**src/design/bpa_ram.sv**
```systemverilog
// ----------------------------------------------------------------------------
// bpa_ram
// Generic RAM, one write port and one read port, read data registered.
// ----------------------------------------------------------------------------
module bpa_ram #(
	parameter int WIDTH = 8,
	parameter int DEPTH = 16
) (
	input  logic                     clk,
	input  logic                     we,
	input  logic [$clog2(DEPTH)-1:0] waddr,
	input  logic [WIDTH-1:0]         wdata,
	input  logic [$clog2(DEPTH)-1:0] raddr,
	output logic [WIDTH-1:0]         rdata
);

	logic [WIDTH-1:0] mem [DEPTH];

	always_ff @(posedge clk) begin
		if (we) begin
			mem[waddr] <= wdata;
		end
		rdata <= mem[raddr];
	end

endmodule
```
**config.mk**
```make
export PLATFORM = sky130hd
export DESIGN_NAME = bpa_ram
export DESIGN_NICKNAME = d
export VERILOG_FILES = /design/src/design/bpa_ram.sv
export SDC_FILE = /design/constraint.sdc
export NUM_CORES = 1
export LEC_CHECK = 0
export BUFFER_PORTS_ARGS = -buffer_cell sky130_fd_sc_hd__buf_2
export CORE_MARGIN = 2
export CORE_UTILIZATION = 40
export CTS_BUF_LIST = sky130_fd_sc_hd__clkbuf_2 sky130_fd_sc_hd__clkbuf_4 sky130_fd_sc_hd__clkbuf_8
export DETAILED_ROUTE_END_ITERATION = 8
export PLACE_DENSITY_LB_ADDON = 0.12
export SLEW_MARGIN = 20
export SYNTH_ARGS = -nofsm -noshare
export SYNTH_HDL_FRONTEND = slang
export SYNTH_SLANG_ARGS = --single-unit
```
**constraint.sdc**
```tcl
create_clock -name clk -period 2.6 [get_ports clk]
set_input_delay 0.52 -clock clk [delete_from_list [all_inputs] [get_ports clk]]
set_output_delay 0.52 -clock clk [all_outputs]
set_load 0.1 [all_outputs]
```
# Yosys cells after proc, flatten, opt, wreduce, memory -nomap -nowiden
# Memories as Yosys holds them, arrays and structs flattened. A register that Yosys moved wholly into a read port is not among the register bits.
# Cells that the tools add are included.
[word_totals]
memories = 1
ff_bits = 0
romBits = 0
ram_bits = 128
inputBits = 18
latchBits = 0
[memory_table]
columns = ["name", "words", "width", "rd", "rd_clocked_by_memory_dff", "wr", "line_no", "rtl"]
rows = [
  ["mem", 16, 8, 1, 1, 1, "17", "logic [WIDTH-1:0] mem [DEPTH];"],
]
[op_classes]
add_sub_neg = 0
n_shift = 0
reduce_logical = 0
n_lt_le_gt_ge = 0
multipliers = 0
n_bitwise = 0
n_eq_ne = 0
mux = 2
div_mod_pow = 0
[ops]
columns = ["op", "count"]
rows = [
  ["$mux W1", 2],
]

# Logic depth before layout (Yosys ltp)
[logic_depth]
word_depth = 2
depth_mapped = 5
mapped_depth_nobuf = 3

# Least setup slack after synthesis
# OpenSTA, ideal clock, no wires.
[synth_timing]
path_kind = "input to register"
from = "in waddr[2]"
to = "mem mem[0][0], enable pin"
required_ns = 2.217
cell_stages = 2
setup_ns = 0.383
t_arrival_ns = 1.630
slack_ns = 0.587
cell_sequence = "or3b_2 > nor3_1"
[synth_rtl]
columns = ["element", "line_no", "rtl"]
rows = [
  ["from (decl)", "11", "input logic [$clog2(DEPTH)-1:0] waddr,"],
  ["to (decl)", "17", ""],
]
# Straight into the memory's write port.

==> results.md <==
* Outcome: completed
* Setup Fix Bufs, Post-CTS at 0
* Static leakage at 2.03 nW
* DIE HEIGHT at 117 microns
* Post-DRT Antenna Nets at 0
* Count leader, synth: edfxtp_1
* Layout cell share with drive strength beyond 1 at 0.320
* CTS tree: yes
* Slew Limit Fails at 0
* Synth Flop Type: edfxtp_1
* Worst-path clk slew at 70 ps
* MaxCap Viol Count at 0
* Nature of the critical path startpoint: input pin
* Kind of critical path: input pin to flip-flop
* DR iter-0 viols at 192
* Drt drc at 0
* Crit end category: flip-flop
* Ys Warns at 0
* PD cells at 765 nW/um^2
* H-Tree Level Count at 4
* Area occupied by multi-input gates at 1060 sq um
* Reg area at 4000 sq um
* Hold buffer count at cts at 0
* Mean post-synth cell area at 22.5 sq um
* Synth area leaders: edfxtp_1 (75%), mux4_2 (7.9%), mux4_1 (7.1%)
* Die ar. at 13800 sq um
* # diodes at 0
* Total negative slack at 0 ps
* Syn nets at 247
* DRT Wirelength at 9860 microns
* Synth cell types at 19
* Clock Path Buffers at 2
* Critical Path RT at 2900 ps
* Leading area contributor after synthesis: edfxtp_1
* Total GRT Usage at 0.156
* Via Count at 2360
* Die span in x at 117 microns
* Met3 WL at 302 microns
* Drt wl/cell at 21.0 microns
* Critical path fanouts, max at 14
* Tmin final at 1770 ps
* Final GP Congestion at 0.699
* WP data arrival at 2070 ps
* Pre-Repair DR Iteration Count at 4
* Syn Std Cell Area at 5150 sq um
* Layout Nets at 302
* F_max at 0.565 GHz
* GR Overflow Total at 0
* Met1 wire length at 4560 microns
* Number of core rows at 41
* Hpwl dp at 6280 microns
* First-pass GRT wire length at 15100 microns
* Worst-skew pair later-pin latency at 430 ps
* Vias per cell at 5.03
* Worst slew pin tran at 817 ps
* Initial Utilization at 0.410
* Synth top area share at 0.747
* Cell count after synthesis at 229
* Async SR Flop Fraction at 0
* Post-synth EDFFs at 128
* Total chip power at 0.00460 W
* IO buf count at 25
* Peak VDD IR at 0.000382 V
* Layout fillers at 1061
* Io pins at 26
* Core Area at 12600 sq um
* Clk_skew at 6.92 ps
* Uppermost layer routed: met4
* Hold Vio Cnt, Final at 0
* Pin count of the biggest net entering global routing at 33
* Synth top cells by count: edfxtp_1 (128), mux4_2 (18), a22oi_1 (16)
* Area grow syn2layout at 16.7%
* Seq/Total Area, Yosys at 0.778
* Num CTS Buffers at 17
* Final Cycle Share at 0.681
* Met2 WL at 4890 microns
* Vias in the first global route at 2507
* CTS sink count at 136
* CTS root buffer: clkbuf_8
* Flops & latches, synth at 136
* Post-CTS sizing at 0
* Antenna violations before repair at 0
* RSZ-0062 raised after global routing: false
* Hold/Removal Path Class: input pin to flip-flop
* Relative slew slack at 0.454
* Setup violators final at 0
## worst max-delay path, cell delays in order
cell and delay, ps:
buf_2 290, buf_12 220, buf_4 160, mux4_2 490, a22oi_1 260, nand2_1 130
## power by group
| part | switching (W) | internal, W | leakage, nW |
|---|---|---|---|
| clock | 0.000740 | 0.00106 | 0.218 |
| combinational | 0.000231 | 0.000101 | 0.590 |
| sequential | 0.0000133 | 0.00245 | 1.22 |
| total | 0.000985 | 0.00361 | 2.03 |
## layout make-up
type	count	share of cell area
flip-flops and latches	136	0.666
multi-input cells	83	0.176
repair buffers	46	0.0512
clock buffers	23	0.0506
well taps	172	0.0358
clock inverters	9	0.0200
## routing by layer
metal | vias to the layer above | track usage
met3 | 8 | 0.0486
li1 | 1080 | -
met1 | 1230 | 0.202
met2 | 42 | 0.247
met4 | 0 | 0.0610
met5 | - | 0
## cell families after synthesis
kind of cell | after synthesis | synth area share
buf+inv | 10 | 0.0168
flops | 136 | 0.778
compound gates | 16 | 0.0233
mux | 32 | 0.150
simple gates | 35 | 0.0318
## registers in the layout (all words and copies together), names as in the netlist
name	count
rdata	8
mem	128
## metrics by stage
step           worst slack, ps  area (sq um)  std cells  hold slack (ps)  utilization
2_1_floorplan              587          5150        229              619            -
5_1_grt                    750          6010        469              454        0.478
3_5_place_dp               342          5580        437              663        0.444
4_1_cts                    792          6010        469              443        0.478
3_3_place_gp               347          5580        437              661        0.444
6_report                   830          6010        469              467        0.478
## worst paths after layout
path | startpoint | to | slack (ps) | depth (start not counted)
hold reg to reg | mem[14][7] | rdata[7] | 680 | 3
setup / recovery | raddr[0] | rdata[6] | 830 | 6
setup reg to reg | mem[9][1] | rdata[1] | 1250 | 3
hold / removal | wdata[7] | mem[11][7] | 470 | 1
## placed cells by master, fill, tap and decap left out, types with 2 or more instances in the layout
| master | synthesis | final |
|---|---|---|
| a22oi_1 | 16 | 16 |
| buf_12 | 0 | 2 |
| buf_2 | 3 | 25 |
| buf_4 | 1 | 19 |
| bufinv_16 | 0 | 3 |
| clkbuf_4 | 0 | 2 |
| clkbuf_8 | 0 | 21 |
| clkinv_1 | 0 | 2 |
| clkinv_2 | 0 | 3 |
| dfxtp_1 | 8 | 8 |
| edfxtp_1 | 128 | 128 |
| mux4_1 | 14 | 14 |
| mux4_2 | 18 | 18 |
| nand2_1 | 9 | 9 |
| nand2b_1 | 2 | 2 |
| nand3b_1 | 2 | 2 |
| nor2_1 | 13 | 13 |
| nor3_1 | 4 | 4 |
Note: power is estimated with default switching activity, not from simulation.
